`src/hw/rtl/lkvc_pkg.sv`:
```
package lkvc_pkg;

  // width of the capacity register
  localparam int unsigned CapW = 5;
  localparam logic [CapW-1:0] CapReset = 5'd16;

  // request kind carried in s_axis_tuser
  localparam logic OpGet = 1'b0;
  localparam logic OpSet = 1'b1;

  typedef enum logic [2:0] {
    ST_HIT   = 3'd0,
    ST_MISS  = 3'd1,
    ST_FREE  = 3'd2,
    ST_EVICT = 3'd3,
    ST_DUP   = 3'd4
  } status_e;

  // controller to datapath
  typedef struct packed {
    logic load;    // capture request word
    logic scan;    // sweep entry memories
    logic commit;  // update state and load result register
  } dp_cmd_t;

  // datapath to controller
  typedef struct packed {
    logic scan_last;  // last entry is being compared this cycle
    logic out_free;   // result register can take a new word
  } dp_sts_t;

endpackage

```
`src/hw/rtl/lkvc_ctrl.sv`:
```
module lkvc_ctrl import lkvc_pkg::*; (
  input  logic    clk_i,
  input  logic    rst_ni,
  input  logic    in_valid_i,
  output logic    in_ready_o,
  input  dp_sts_t sts_i,
  output dp_cmd_t cmd_o
);

  typedef enum logic [2:0] {
    S_IDLE   = 3'b001,
    S_SCAN   = 3'b010,
    S_FINISH = 3'b100
  } state_e;

  state_e state_q, state_d;

  assign in_ready_o = (state_q == S_IDLE);

  always_comb begin
    state_d     = state_q;
    cmd_o       = '0;
    unique case (state_q)
      S_IDLE: begin
        if (in_valid_i) begin
          cmd_o.load = 1'b1;
          state_d    = S_SCAN;
        end
      end
      S_SCAN: begin
        cmd_o.scan = 1'b1;
        if (sts_i.scan_last) begin
          state_d = S_FINISH;
        end
      end
      S_FINISH: begin
        // wait for the result register before touching state
        if (sts_i.out_free) begin
          cmd_o.commit = 1'b1;
          state_d      = S_IDLE;
        end
      end
      default: begin
        state_d = S_IDLE;
      end
    endcase
  end

  always_ff @(posedge clk_i or negedge rst_ni) begin
    if (!rst_ni) begin
      state_q <= S_IDLE;
    end else begin
      state_q <= state_d;
    end
  end

endmodule

```
`src/hw/rtl/lkvc_dp.sv`:
```
module lkvc_dp import lkvc_pkg::*; #(
  parameter int unsigned ENTRIES    = 16,
  parameter int unsigned KEY_BITS   = 32,
  parameter int unsigned VALUE_BITS = 32
) (
  input  logic                  clk_i,
  input  logic                  rst_ni,
  input  logic                  cfg_we_i,
  input  logic [CapW-1:0]       cfg_wdata_i,
  input  logic                  in_opcode_i,
  input  logic [KEY_BITS-1:0]   in_key_i,
  input  logic [VALUE_BITS-1:0] in_value_i,
  input  dp_cmd_t               cmd_i,
  output dp_sts_t               sts_o,
  output logic                  out_valid_o,
  input  logic                  out_ready_i,
  output logic [2:0]            out_status_o,
  output logic [VALUE_BITS-1:0] out_read_value_o,
  output logic [KEY_BITS-1:0]   out_evicted_key_o
);

  localparam int unsigned IW   = $clog2(ENTRIES);
  localparam int unsigned UW   = $clog2(ENTRIES + 1);
  localparam int unsigned CMPW = (UW > CapW) ? UW : CapW;

  // configuration
  logic [CapW-1:0] cap_q;

  always_ff @(posedge clk_i or negedge rst_ni) begin
    if (!rst_ni) begin
      cap_q <= CapReset;
    end else if (cfg_we_i) begin
      cap_q <= cfg_wdata_i;
    end
  end

  // request word
  logic                  op_q;
  logic [KEY_BITS-1:0]   key_q;
  logic [VALUE_BITS-1:0] val_q;

  always_ff @(posedge clk_i) begin
    if (cmd_i.load) begin
      op_q  <= in_opcode_i;
      key_q <= in_key_i;
      val_q <= in_value_i;
    end
  end

  // per-entry control state
  logic [ENTRIES-1:0] valid_q, valid_d;
  logic [IW-1:0]      rank_q [ENTRIES];
  logic [IW-1:0]      rank_d [ENTRIES];
  logic [UW-1:0]      used_q, used_d;

  // entry memories, one read or one write per cycle
  logic [KEY_BITS-1:0]   key_mem [ENTRIES];
  logic [VALUE_BITS-1:0] val_mem [ENTRIES];
  logic [KEY_BITS-1:0]   mem_key_q;
  logic [VALUE_BITS-1:0] mem_val_q;

  // sweep counter
  logic [UW-1:0] cnt_q;
  logic          rd_en;
  logic [IW-1:0] rd_idx;
  logic          cmp_vld_q;
  logic [IW-1:0] cmp_idx_q;

  assign rd_en  = cmd_i.scan && (cnt_q < UW'(ENTRIES));
  assign rd_idx = cnt_q[IW-1:0];

  always_ff @(posedge clk_i or negedge rst_ni) begin
    if (!rst_ni) begin
      cnt_q     <= '0;
      cmp_vld_q <= 1'b0;
    end else begin
      cmp_vld_q <= rd_en;
      if (cmd_i.load) begin
        cnt_q <= '0;
      end else if (rd_en) begin
        cnt_q <= cnt_q + UW'(1);
      end
    end
  end

  always_ff @(posedge clk_i) begin
    if (rd_en) begin
      cmp_idx_q <= rd_idx;
    end
  end

  // compare stage, one entry per cycle
  logic          cmp_valid, cmp_match, cmp_lru, cmp_free;
  logic [IW-1:0] last_rank;

  assign last_rank = IW'(used_q - UW'(1));
  assign cmp_valid = cmp_vld_q && valid_q[cmp_idx_q];
  assign cmp_match = cmp_valid && (mem_key_q == key_q);
  assign cmp_lru   = cmp_valid && (rank_q[cmp_idx_q] == last_rank);
  assign cmp_free  = cmp_vld_q && !valid_q[cmp_idx_q];

  logic                  hit_q, free_fnd_q;
  logic [IW-1:0]         hit_idx_q, free_idx_q, vict_idx_q;
  logic [VALUE_BITS-1:0] hit_val_q;
  logic [KEY_BITS-1:0]   vict_key_q;

  always_ff @(posedge clk_i or negedge rst_ni) begin
    if (!rst_ni) begin
      hit_q      <= 1'b0;
      free_fnd_q <= 1'b0;
    end else if (cmd_i.load) begin
      hit_q      <= 1'b0;
      free_fnd_q <= 1'b0;
    end else begin
      if (cmp_match) begin
        hit_q <= 1'b1;
      end
      if (cmp_free) begin
        free_fnd_q <= 1'b1;
      end
    end
  end

  always_ff @(posedge clk_i) begin
    if (cmp_match) begin
      hit_idx_q <= cmp_idx_q;
      hit_val_q <= mem_val_q;
    end
    if (cmp_free && !free_fnd_q) begin
      free_idx_q <= cmp_idx_q;
    end
    if (cmp_lru) begin
      vict_idx_q <= cmp_idx_q;
      vict_key_q <= mem_key_q;
    end
  end

  // outcome
  logic [CMPW-1:0] eff_cap;
  logic            full;
  status_e         status;
  logic            upd, ins, unbounded, grow;
  logic [IW-1:0]   sel;
  logic [IW-1:0]   limit;

  always_comb begin
    // capacity clamped to one .. ENTRIES
    if (cap_q == '0) begin
      eff_cap = CMPW'(1);
    end else if (CMPW'(cap_q) > CMPW'(ENTRIES)) begin
      eff_cap = CMPW'(ENTRIES);
    end else begin
      eff_cap = CMPW'(cap_q);
    end
    full = CMPW'(used_q) >= eff_cap;
  end

  always_comb begin
    upd       = 1'b0;
    ins       = 1'b0;
    unbounded = 1'b0;
    grow      = 1'b0;
    sel       = hit_idx_q;
    priority if (op_q == OpGet) begin
      status = hit_q ? ST_HIT : ST_MISS;
      upd    = hit_q;
    end else if (hit_q) begin
      status = ST_DUP;
    end else if (!full) begin
      status    = ST_FREE;
      sel       = free_idx_q;
      upd       = 1'b1;
      ins       = 1'b1;
      unbounded = 1'b1;
      grow      = 1'b1;
    end else begin
      status = ST_EVICT;
      sel    = vict_idx_q;
      upd    = 1'b1;
      ins    = 1'b1;
    end
  end

  assign limit = rank_q[sel];

  // recency lanes
  always_comb begin
    valid_d = valid_q;
    used_d  = used_q;
    for (int i = 0; i < ENTRIES; i++) begin
      rank_d[i] = rank_q[i];
    end
    if (cmd_i.commit && upd) begin
      for (int i = 0; i < ENTRIES; i++) begin
        if (IW'(i) == sel) begin
          rank_d[i] = '0;
        end else if (valid_q[i] && (unbounded || (rank_q[i] < limit))) begin
          rank_d[i] = rank_q[i] + IW'(1);
        end
      end
      if (ins) begin
        valid_d[sel] = 1'b1;
      end
      if (grow) begin
        used_d = used_q + UW'(1);
      end
    end
  end

  always_ff @(posedge clk_i or negedge rst_ni) begin
    if (!rst_ni) begin
      valid_q <= '0;
      used_q  <= '0;
      for (int i = 0; i < ENTRIES; i++) begin
        rank_q[i] <= '0;
      end
    end else begin
      valid_q <= valid_d;
      used_q  <= used_d;
      for (int i = 0; i < ENTRIES; i++) begin
        rank_q[i] <= rank_d[i];
      end
    end
  end

  always_ff @(posedge clk_i) begin
    if (cmd_i.commit && ins) begin
      key_mem[sel] <= key_q;
      val_mem[sel] <= val_q;
    end else if (rd_en) begin
      mem_key_q <= key_mem[rd_idx];
      mem_val_q <= val_mem[rd_idx];
    end
  end

  // result register
  logic                  out_valid_q;
  logic [2:0]            out_status_q;
  logic [VALUE_BITS-1:0] out_rd_q;
  logic [KEY_BITS-1:0]   out_ev_q;

  always_ff @(posedge clk_i or negedge rst_ni) begin
    if (!rst_ni) begin
      out_valid_q <= 1'b0;
    end else if (cmd_i.commit) begin
      out_valid_q <= 1'b1;
    end else if (out_ready_i) begin
      out_valid_q <= 1'b0;
    end
  end

  always_ff @(posedge clk_i) begin
    if (cmd_i.commit) begin
      out_status_q <= status;
      out_rd_q     <= (status == ST_HIT) ? hit_val_q : '0;
      out_ev_q     <= (status == ST_EVICT) ? vict_key_q : '0;
    end
  end

  assign out_valid_o       = out_valid_q;
  assign out_status_o      = out_status_q;
  assign out_read_value_o  = out_rd_q;
  assign out_evicted_key_o = out_ev_q;

  assign sts_o.scan_last = cmd_i.scan && (cnt_q == UW'(ENTRIES));
  assign sts_o.out_free  = !out_valid_q || out_ready_i;

  // valid entries and fill count agree
  assert property (@(posedge clk_i) disable iff (!rst_ni)
    $countones(valid_q) == int'(used_q))
    else $error("fill count out of step with valid bits");

  assert property (@(posedge clk_i) disable iff (!rst_ni)
    cmd_i.commit |-> (!out_valid_q || out_ready_i))
    else $error("result register overwritten");

  assert property (@(posedge clk_i) disable iff (!rst_ni)
    cmd_i.commit |=> out_valid_q)
    else $error("committed word not presented");

  assert property (@(posedge clk_i) disable iff (!rst_ni)
    (cmd_i.commit && grow) |-> !valid_q[sel])
    else $error("free insert landed on a valid entry");

endmodule

```
`src/hw/rtl/lru_key_value_cache_top.sv`:
```
// channel  | dir | handshake                   | word
// ---------+-----+-----------------------------+------------------------------------------
// request  | in  | s_axis_tvalid/s_axis_tready | tuser: opcode, tdata: key, value
// result   | out | m_axis_tvalid/m_axis_tready | tuser: status, tdata: read_value, evicted_key
// config   | in  | cfg_we_i                    | cfg_wdata_i: capacity
//
// a new request is taken only after the previous one commits: the key and value
// memories are swept one entry per cycle through their single read port, then the
// lookup commits
// reset clears valid bits, recency ranks and fill count at once; no clearing pass
// the result sits in its own register, so a new request is taken while it waits;
// a finished lookup commits only once that register is free
// capacity resets to 16; the user must write it only while the block is idle, unchecked by it
module lru_key_value_cache_top import lkvc_pkg::*; #(
  parameter int unsigned ENTRIES    = 16,
  parameter int unsigned KEY_BITS   = 32,
  parameter int unsigned VALUE_BITS = 32
) (
  input  logic                                         clk_i,
  input  logic                                         rst_ni,
  // capacity register
  input  logic                                         cfg_we_i,
  input  logic [CapW-1:0]                              cfg_wdata_i,
  // request stream
  input  logic                                         s_axis_tvalid,
  output logic                                         s_axis_tready,
  // tdata: key, value (low to high), zero padded to bytes
  input  logic [((KEY_BITS+VALUE_BITS+7)/8)*8-1:0]     s_axis_tdata,
  // tuser: opcode
  input  logic                                         s_axis_tuser,
  // result stream
  output logic                                         m_axis_tvalid,
  input  logic                                         m_axis_tready,
  // tdata: read_value, evicted_key (low to high), zero padded to bytes
  output logic [((VALUE_BITS+KEY_BITS+7)/8)*8-1:0]     m_axis_tdata,
  // tuser: status
  output logic [2:0]                                   m_axis_tuser
);

  localparam int unsigned OutW = ((VALUE_BITS + KEY_BITS + 7) / 8) * 8;

  dp_cmd_t cmd;
  dp_sts_t sts;

  logic [VALUE_BITS-1:0] read_value;
  logic [KEY_BITS-1:0]   evicted_key;

  // sequencing: accept, sweep, commit
  lkvc_ctrl u_ctrl (
    .clk_i      (clk_i),
    .rst_ni     (rst_ni),
    .in_valid_i (s_axis_tvalid),
    .in_ready_o (s_axis_tready),
    .sts_i      (sts),
    .cmd_o      (cmd)
  );

  // entry store, recency lanes and result register
  lkvc_dp #(
    .ENTRIES    (ENTRIES),
    .KEY_BITS   (KEY_BITS),
    .VALUE_BITS (VALUE_BITS)
  ) u_dp (
    .clk_i             (clk_i),
    .rst_ni            (rst_ni),
    .cfg_we_i          (cfg_we_i),
    .cfg_wdata_i       (cfg_wdata_i),
    .in_opcode_i       (s_axis_tuser),
    .in_key_i          (s_axis_tdata[KEY_BITS-1:0]),
    .in_value_i        (s_axis_tdata[KEY_BITS+VALUE_BITS-1:KEY_BITS]),
    .cmd_i             (cmd),
    .sts_o             (sts),
    .out_valid_o       (m_axis_tvalid),
    .out_ready_i       (m_axis_tready),
    .out_status_o      (m_axis_tuser),
    .out_read_value_o  (read_value),
    .out_evicted_key_o (evicted_key)
  );

  // pack result word, read value in the low bits
  assign m_axis_tdata = OutW'({evicted_key, read_value});

endmodule

```
`config.mk`:
```
export PLATFORM = sky130hd
export DESIGN_NAME = lru_key_value_cache_top
export DESIGN_NICKNAME = d
export VERILOG_FILES = /design/src/hw/rtl/lkvc_pkg.sv /design/src/hw/rtl/lkvc_ctrl.sv /design/src/hw/rtl/lkvc_dp.sv /design/src/hw/rtl/lru_key_value_cache_top.sv
export SDC_FILE = /design/constraint.sdc
export NUM_CORES = 1
export LEC_CHECK = 0
export ABC_AREA = 1
export BUFFER_PORTS_ARGS = -buffer_cell sky130_fd_sc_hd__buf_2
export CORE_MARGIN = 1
export CORE_UTILIZATION = 40
export CTS_CLUSTER_DIAMETER = 80
export CTS_CLUSTER_SIZE = 40
export DETAILED_ROUTE_END_ITERATION = 16
export PLACE_DENSITY = 0.56
export SLEW_MARGIN = 15
export SYNTH_ARGS = -nofsm -noshare
export SYNTH_HDL_FRONTEND = slang
export SYNTH_HIERARCHICAL = 1
export SYNTH_SLANG_ARGS = --single-unit
```
`constraint.sdc`:
```
create_clock -name clk_i -period 9.9 [get_ports clk_i]
set_input_delay 0.495 -clock clk_i [delete_from_list [all_inputs] [get_ports clk_i]]
set_output_delay 0.495 -clock clk_i [all_outputs]
set_load 0.005 [all_outputs]
```
* After elaboration in Yosys (flattened, before gate mapping)
Memories as Yosys holds them, arrays and structs flattened. A register that Yosys moved wholly into a read port is not among the register bits. Index checks and enable logic that the tools add are counted.
Word-level totals: word-level logic and storage cells 276, bits in writable memories 1024, memories 2, output and inout bits 69, bits in registers 314, input bits 75
Memories:
- u_dp.key_mem | words 16, width 32, read ports 1, clocked after Yosys merged registers in 1, write ports 1, line lkvc_dp.sv:57 | logic [KEY_BITS-1:0] key_mem [ENTRIES];
- u_dp.val_mem | words 16, width 32, read ports 1, clocked after Yosys merged registers in 1, write ports 1, line lkvc_dp.sv:58 | logic [VALUE_BITS-1:0] val_mem [ENTRIES];
Cells by class: order comparisons 24, multiplexer cells 76, reduce and logical (&&, ||, !) cells 89, eq/ne operators 25, bitwise operators 4, add/subtract/negate cells 19
Operators by type and width (count):
- $mux W4 | 39
- $add A4 B1 Y4 const B | 16
- $lt A4 B4 Y1 | 16
- $reduce_bool A2 Y1 | 20
- $reduce_and A2 Y1 | 19
- $bmux W4 S4 | 2
- $eq A32 B32 Y1 | 1
- $eq A4 B4 Y1 const A | 8
- $logic_and A1 B1 Y1 | 26
- $mux W1 | 23
- $mux W5 | 4
- $logic_or A1 B1 Y1 | 17
- $eq A3 B4 Y1 const A | 4
- $or A16 B16 Y16 | 1
- $mux W3 | 5
- $add A5 B1 Y5 const B | 2
- $ge A5 B5 Y1 const B | 2
- $lt A4 B5 Y1 const B | 2
- $not A4 Y5 | 2
- $pmux W3 S3 | 1
- $eq A2 B4 Y1 const A | 2
- $eq A3 B2 Y1 const B | 2
- $ne A2 B2 Y1 const B | 3
- $eq A5 B5 Y1 const B | 1
- 17 further kinds | 19

* Longest topological paths before layout
Gate-level depths: netlist (run 1).
depth after elaboration 16, gate-level depth with buffers 30, mapped depth without buffers 29

* Modules after synthesis
The synthesis (run 1) kept the hierarchy.
By module, submodules not included:
- lkvc_dp | instances 1, cells each 4399, area each 56232.7 µm², sequential area each 41516.1 µm²
- lkvc_ctrl | instances 1, cells each 30, area each 190.2 µm², sequential area each 76.3 µm²

* Worst setup path before layout (run 1)
Ideal clock, no wire load.
kind in2reg, start input port m_axis_tready, end memory u_dp.key_mem[9][0] (enable), slack 2.226 ns, library setup time 0.486 ns, required time 9.414 ns, path buffers 1, data arrival time 7.188 ns, cell stages on the path 7, cell sequence inv_1 nand2_1 inv_1 nor2_1 nand2_1 clkbuf_1 nor2_1
RTL lines:
- start: declaration | line lru_key_value_cache_top.sv:33 | input logic m_axis_tready,
- end: declaration | line lkvc_dp.sv:57

* Final worst setup path (run 1)
start register u_dp.cap_q[0], end register u_dp/rank_q[30] (netlist name)
On the way: cells in the longest elaborated chain, start to end 16, elaborated cells between the ends (all ways) 22, those cells by class order compare (3); eq/ne (1); mux (12); bitwise (1); reduce/logical (5)
Ends and longest elaborated chain:
- start: declaration | line lkvc_dp.sv:27 | logic [CapW-1:0] cap_q;
- start signal: assignment | line lkvc_dp.sv:31 | cap_q <= CapReset;
- start signal: assignment | line lkvc_dp.sv:33 | cap_q <= cfg_wdata_i;
- $gt A5 B5 Y1 | line lkvc_dp.sv:150 | end else if (CMPW'(cap_q) > CMPW'(ENTRIES)) begin
- $mux W5 | line lkvc_dp.sv:150
- $mux W5 * | line lkvc_dp.sv:148 | if (cap_q == '0) begin
- $ge A5 B5 Y1 * | line lkvc_dp.sv:155 | full = CMPW'(used_q) >= eff_cap;
- $mux W4 | line lkvc_dp.sv:169 | end else if (!full) begin
- $mux W4 | line lkvc_dp.sv:167 | end else if (hit_q) begin
- $mux W4 | line lkvc_dp.sv:164 | priority if (op_q == OpGet) begin
- $not A4 Y5 (not written as such) | line lkvc_dp.sv:184 | assign limit = rank_q[sel];
- $bmux W4 S4 | line lkvc_dp.sv:184
- $mux W4 (not written as such) (2 in series) | line lkvc_dp.sv:184
- $lt A4 B4 Y1 | line lkvc_dp.sv:197 | end else if (valid_q[i] && (unbounded || (rank_q[i] < limit))) begin
- $logic_or A1 B1 Y1 | line lkvc_dp.sv:197
- $logic_and A1 B1 Y1 | line lkvc_dp.sv:197
- $reduce_bool A2 Y1 (no line)
- $reduce_and A2 Y1 (no line)
- end signal: indexed assignment | line lkvc_dp.sv:221 | rank_q[i] <= rank_d[i];
- end: declaration | line lkvc_dp.sv:52 | logic [IW-1:0] rank_q [ENTRIES];
Every way passes the cells marked *; elsewhere a longest branch is shown, timed or not. The select of a mux whose other input is x is not followed. A chain may end at the register's enable or synchronous reset.

==> results.py, run 1 <==
metrics = {
    "run_status": {
        "outcome": "completed",
    },
    "power": {
        "max-vdd-ir-drop_mv": 0.167,
        "power.internal_mw": 9.76,
        "p_clk_share_pct": 25.8,
        "switchingPower_mw": 5.08,
        "leakagePower_nw": 21.7,
        "powerDensity_mw_per_mm2": 237,
        "swShare_pct": 34.3,
        "seqPwrFrac_pct": 50.9,
        "combinationalPowerShare_pct": 23.4,
    },
    "synthesis": {
        "yosysUniqueCellTypes": 37,
        "synth_area_leaders": "edfxtp_1, o21ai_0, nor2_1",
        "synth_top_area_share_pct": 69.2,
        "synth_cells": 4429,
        "yosysWarnings": 6,
        "synth_area_leader_cell": "edfxtp_1",
        "ys_ff_latch": 1402,
        "syn_area_sq_mm": 0.0564,
        "syn_area_per_cell_sq_um": 12.7,
        "synth-seq-area-share_pct": 73.7,
        "synth_nets": 4580,
    },
    "critical_path": {
        "cp-end-kind": "register",
        "cp.required_ps": 10490,
        "path_max_fanout": 16,
        "start_kind": "register",
        "crit_type": "register to register",
        "cp.arrival_ps": 5730,
    },
    "cts": {
        "clockBufferDepth": 3,
        "clkLatencyLatePin_ps": 700,
        "holdBufCountCts": 46,
        "cts_buffers": 71,
        "cts_tree": "done",
        "post_cts_resized": 0,
        "cts_root_buffer": "clkbuf_16",
        "clk_pin_slew_ps": 130,
        "htree_levels": 3,
        "cts.sinks": 1402,
        "cts_setup_buffers": 0,
    },
    "global_route": {
        "grt_overflow": 0,
        "antenna_found_initial": 1,
        "grtUsageTotal_pct": 21.0,
        "grt_pass1_vias": 32800,
        "grt_pass1_wl_microns": 223000,
        "grt_max_degree": 235,
    },
    "timing": {
        "worst_slew_margin_rel_pct": 23.9,
        "clock_skew_ps": 59.8,
        "period_share_pct": 51.9,
        "finalCriticalPeriod_ps": 5140,
        "rsz0062_at_grt": "false",
        "tns_ps": 0,
        "setup_viol": 0,
        "final_max_slew_viol_count": 0,
        "hold_viol_final": 0,
        "fmax_mhz": 195,
        "worstMarginPinSlew_ps": 1140,
    },
    "final_layout": {
        "filler_cell_count": 12600,
        "instances_no_fill": 6454,
        "drive_gt1_share_pct": 8.96,
        "regArea_sq_mm": 0.0416,
        "area_growth_pct": 10.8,
        "fin_nets": 4670,
        "finalInstanceArea_sq_mm": 0.0625,
        "multi_input_area_sq_mm": 0.0133,
    },
    "die": {
        "pin_count": 144,
        "core_area_sq_mm": 0.140,
        "dieArea_sq_mm": 0.143,
        "rows": 137,
        "fp.dieW_microns": 378,
        "start_util_pct": 40.4,
        "die_y_microns": 378,
    },
    "place": {
        "dpl.cell_count": 6272,
        "placed_cell_area_sq_mm": 0.0592,
        "io_buffers": 143,
        "place_hpwl_microns": 80100,
        "routabilityCongestion": 0.908,
    },
    "hold_path": {
        "hp-class": "primary input to register",
    },
    "drt": {
        "antenna_left": 0,
        "vias": 35400,
        "vias_per_cell": 5.49,
        "routed_wl_microns": 151000,
        "first_pass_iters": 6,
        "drt_iter0_drc": 3606,
        "avgRoutedWirePerCell_microns": 23.5,
        "route.detailed.drc": 0,
    },
    "run": {
        "cap_viol_max_count": 0,
    },
}
layout by cell type (no fill, tap or decap), types with 4 or more instances in the layout:
cell           synthesis  final
clkinv_2               0      5
inv_1                212    210
o221ai_1             112    112
clkinv_16              0     10
inv_8                  0     11
buf_2                  0    142
ha_1                  76     75
a21oi_1               46     45
o21ai_1                5      5
nand2_1              485    485
inv_16                 0      6
nor2_4                 1     21
nor3_1                 6      5
buf_4                  1     59
dlygate4sd3_1          0     50
edfxtp_1            1300   1300
or2_2                  7      7
o21ai_0              596    596
dfrtp_1              100     97
xnor2_1               47     47
o211ai_1              27     27
nand2_2               25     25
inv_6                  0      4
clkbuf_16              0     76
nand3_1              202    202
o22ai_1              183    183
clkinv_8               0      4
inv_2                  6      5
nor2_1               671    651
xor2_1                12     12
inv_12                 0      6
nand4_1               54     54
routing by layer:
layer  up-vias  share of wire [%]  global-route usage [%]
li1      16300                  -                       -
met1     18000                 46                    31.0
met2      1062                 47                    33.4
met3       152                5.2                    2.15
met4         0                2.2                    4.94
met5         -                  0                       0
cell usage after synthesis:
cell and n:
edfxtp_1 1300, nor2_1 671, o21ai_0 596, nand2_1 485, clkbuf_1 222, inv_1 212
nand3_1 202, o22ai_1 183, o221ai_1 112, dfrtp_1 100, ha_1 76, nand4_1 54
xnor2_1 47, a21oi_1 46, o211ai_1 27, nand2_2 25, xor2_1 12, buf_1 11
or2_2 7, inv_2 6, nor3_1 6, o21ai_1 5, a21oi_2 3, nor2_2 3
dfstp_2 2, nand3_2 2, nor4_1 2, o2111ai_1 2, o21ai_2 2, a211oi_1 1
and2_1 1, buf_4 1, buf_6 1, clkinv_1 1, nand3_4 1, nand3b_1 1
nor2_4 1
cells by family after synthesis:
| kind of cell | after synthesis | share of synthesized area [%] |
|---|---|---|
| buffers and inverters | 454 | 3.04 |
| xor gates and xnor gates | 59 | 0.916 |
| adders and majority gates | 76 | 1.69 |
| AOI/OAI and AO/OA | 977 | 9.99 |
| and+or+nand+nor | 1461 | 10.7 |
| DFF | 1402 | 73.7 |
worst max-delay path, stage by stage (launching register included):
cell and delay, ps:
dfrtp_1 380, inv_1 100, nand4_1 130, nand2_1 100, nand2_1 60, ha_1 260, nand2_1 80, inv_1 40
nand2_1 130, nand3_4 160, nand2_1 90, o21ai_1 90, a21oi_2 290, nor2_1 70, inv_1 380, o22ai_1 170
o21ai_0 240, nand4_1 890, ha_1 690, nand2_1 50, inv_1 40, nand2_1 50, nand2_1 50, nand2_1 100
nand2_1 200, nand2_1 80, nand2_1 60, nand2_1 50
final cells by class:
type / instances / area share, %
timing repair buffer: 252 / 2.68
antenna: 1 / 0.00400
multi-input combinational: 2573 / 21.2
clock buffer: 79 / 3.06
tap: 1876 / 3.75
sequential: 1402 / 66.5
clock inverter: 52 / 1.40
inverter: 219 / 1.34
through the flow:
stage	total power, mW	utilization [%]	hold WS [ps]	worst slack (ps)
floorplan	9.91	-	199	2230
global placement	11.1	42.4	402	4890
detailed placement	11.1	42.4	405	4810
CTS	15.0	44.7	1.27	4770
global route	15.6	44.8	0.0768	4330
finish	14.8	44.8	41.4	4760
power by group through the flow:
stage | Combinational (mW) | Sequential [mW] | Clock, mW
2_1_floorplan | 2.45 | 7.46 | 0
3_3_place_gp | 3.41 | 7.68 | 0
3_5_place_dp | 3.46 | 7.68 | 0
4_1_cts | 3.48 | 7.55 | 3.92
5_1_grt | 3.90 | 7.60 | 4.12
6_report | 3.47 | 7.55 | 3.82
path summary, 6_finish.rpt:
path | slack [ps] | start | end | cells after the start
worst max-delay path | 4760 | u_dp/cap_q[0] | u_dp/rank_q[30] | 27
worst min-delay path | 40 | s_axis_tdata[41] | u_dp/val_q[9] | 1
worst max register to register | 4760 | u_dp/cap_q[0] | u_dp/rank_q[30] | 27
worst min register to register | 410 | u_dp/mem_val_q[24] | u_dp/hit_val_q[24] | 0
max in group asynchronous | 8230 | rst_ni | u_dp/cnt_q[1] | 3
min in group asynchronous | 420 | rst_ni | u_dp/rank_q[54] | 2
registers in the layout, summed over array words and instances, names as in the netlist, 16 cells and up:
| register | cells |
|---|---|
| u_dp/mem_val_q | 32 |
| u_dp/rank_q | 64 |
| u_dp/val_mem | 512 |
| u_dp/mem_key_q | 32 |
| u_dp/val_q | 32 |
| u_dp/hit_val_q | 32 |
| u_dp/key_q | 32 |
| u_dp/out_evicted_key_o | 32 |
| u_dp/vict_key_q | 32 |
| u_dp/valid_q | 16 |
| u_dp/key_mem | 512 |
| u_dp/out_read_value_o | 32 |
(Power assumes the default switching activity.)
==> run 2, diff against run 1 <==
clock period = 4.81 ns   (was 9.9 ns; I/O delays follow)
==> run 2 against run 1 <==
  * Worst setup slack got worse by 4100 ps
  * Final area rose by 1.2%
  * Critical path depth rose by 1
  * Critical path type unchanged
  * Largest cell class unchanged
  * Largest power group unchanged
  * Highest routed layer is now met5
==> results.py, run 2 (synthesized netlist as in run 1, its figures left out) <==
metrics = {
    "timing": {
        "final_max_slew_viol_count": 0,
        "hold_slack_ps": 161,
        "worst_slew_margin_rel_pct": 24.2,
        "worstMarginPinSlew_ps": 1140,
        "fmax_mhz": 241,
        "hold_viol_final": 0,
        "rsz0062_at_grt": "false",
        "tns_ps": 0,
        "setup_viol": 0,
        "clock_skew_ps": 55.0,
        "period_share_pct": 86.4,
        "finalCriticalPeriod_ps": 4160,
    },
    "cts": {
        "cts.sinks": 1402,
        "clkLatencyLatePin_ps": 730,
        "htree_levels": 3,
        "clockBufferDepth": 3,
        "cts_root_buffer": "clkbuf_16",
        "holdBufCountCts": 83,
        "cts_setup_buffers": 0,
        "clk_pin_slew_ps": 90,
        "cts_tree": "done",
        "post_cts_resized": 0,
        "cts_buffers": 67,
    },
    "place": {
        "routabilityCongestion": 0.919,
        "place_hpwl_microns": 79400,
        "io_buffers": 143,
        "dpl.cell_count": 6287,
    },
    "global_route": {
        "grt_pass1_wl_microns": 222000,
        "grt_pass1_vias": 33500,
        "grt_overflow": 0,
        "grt_max_degree": 240,
        "antenna_found_initial": 4,
        "grtUsageTotal_pct": 20.9,
    },
    "drt": {
        "antenna_left": 0,
        "vias_per_cell": 5.48,
        "vias": 35600,
        "route.detailed.drc": 0,
        "routed_wl_microns": 150000,
        "drt_iter0_drc": 3347,
        "first_pass_iters": 6,
        "avgRoutedWirePerCell_microns": 23.2,
    },
    "critical_path": {
        "path_delay_family": "simple AND/OR/NAND/NOR gates",
        "crit_path_frequent_cell": "nand2_1",
        "cp.arrival_ps": 4750,
        "cp.required_ps": 5400,
        "path_buf_inv": 4,
        "critPathSlowestCell": "dfrtp_1",
        "worstReg2RegEnd": "u_dp/rank_q[2]",
        "worstReg2RegStart": "u_dp/cap_q[0]",
        "critPathMaxStageDelay_ps": 370,
        "cp-end-kind": "register",
        "path_max_fanout": 16,
        "rr_worst_depth": 28,
        "crit_type": "register to register",
        "start_kind": "register",
        "reg2reg_slack_ps": 650,
    },
    "die": {
        "fp.dieW_microns": 378,
        "core_area_sq_mm": 0.140,
        "pin_count": 144,
        "start_util_pct": 40.4,
        "dieArea_sq_mm": 0.143,
        "die_y_microns": 378,
        "rows": 137,
    },
    "final_layout": {
        "regArea_sq_mm": 0.0416,
        "instances_no_fill": 6493,
        "fin_nets": 4714,
        "fin_util_pct": 45.3,
        "drive_gt1_share_pct": 9.03,
        "final_common_cell": "edfxtp_1",
        "area_growth_pct": 12.2,
        "filler_cell_count": 12500,
        "multi_input_area_sq_mm": 0.0133,
        "reg_top3": "u_dp/key_mem x512, u_dp/val_mem x512, u_dp/rank_q x64",
        "most-common-layout-cells": "edfxtp_1, nor2_1, o21ai_0",
    },
    "run_status": {
        "outcome": "completed",
    },
    "hold_path": {
        "hp-class": "primary input to asynchronous set/reset pin",
    },
    "power": {
        "powerDensity_mw_per_mm2": 481,
        "max-vdd-ir-drop_mv": 0.474,
        "leakagePower_nw": 22.0,
    },
    "run": {
        "cap_viol_max_count": 0,
    },
}
## run 2: changes by cell type in the layout (fill, tap and decap cells not counted), sizes merged
cell	before	now
clkbuf	79	70
dlygate4sd3	50	83
clkinv	22	29
inv	243	240
bufinv	3	2
clkinvlp	3	0
buf	202	217
## run 2: layout make-up
cell class                 count  share of cell area (%)
sequential                  1402                    65.7
multi-input combinational   2573                    21.0
timing repair buffer         300                    4.10
tap                         1876                    3.71
clock buffer                  70                    2.73
clock inverter                52                    1.41
inverter                     219                    1.33
antenna                        1                 0.00395
## run 2: worst max path at each step
stage	slack [ps]	startpoint	depth (start not counted)	end
detailed placement	780	u_dp/cap_q[0]	28	u_dp/rank_q[30]
floorplan	20	u_ctrl/state_q[2]	7	u_dp/mem_key_q[0]
global placement	850	u_dp/cap_q[0]	28	u_dp/rank_q[30]
finish	650	u_dp/cap_q[0]	28	u_dp/rank_q[2]
CTS	750	u_dp/cap_q[0]	28	u_dp/rank_q[30]
global route	270	u_dp/cap_q[0]	28	u_dp/rank_q[30]
## run 2: power by group
| group | switching, mW | internal, mW |
|---|---|---|
| registers | 1.02 | 14.5 |
| logic | 5.04 | 2.34 |
| clock network | 4.44 | 3.10 |
## run 2: routing by layer
layer	global-route usage, %	wire length (microns)	share of wire [%]
met2	33.6	71000	47
met3	2.36	8250	5.5
met1	30.5	68100	45
met5	0	31	0.021
met4	4.69	3010	2.0
## run 2: per-stage QoR
step	worst slack (ps)	power, mW	instance area (sq um)
detailed placement	776	23.2	59800
finish	652	30.5	63300
floorplan	17.0	20.4	56500
global placement	851	23.1	59800
global route	267	32.0	63300
CTS	745	30.7	63300
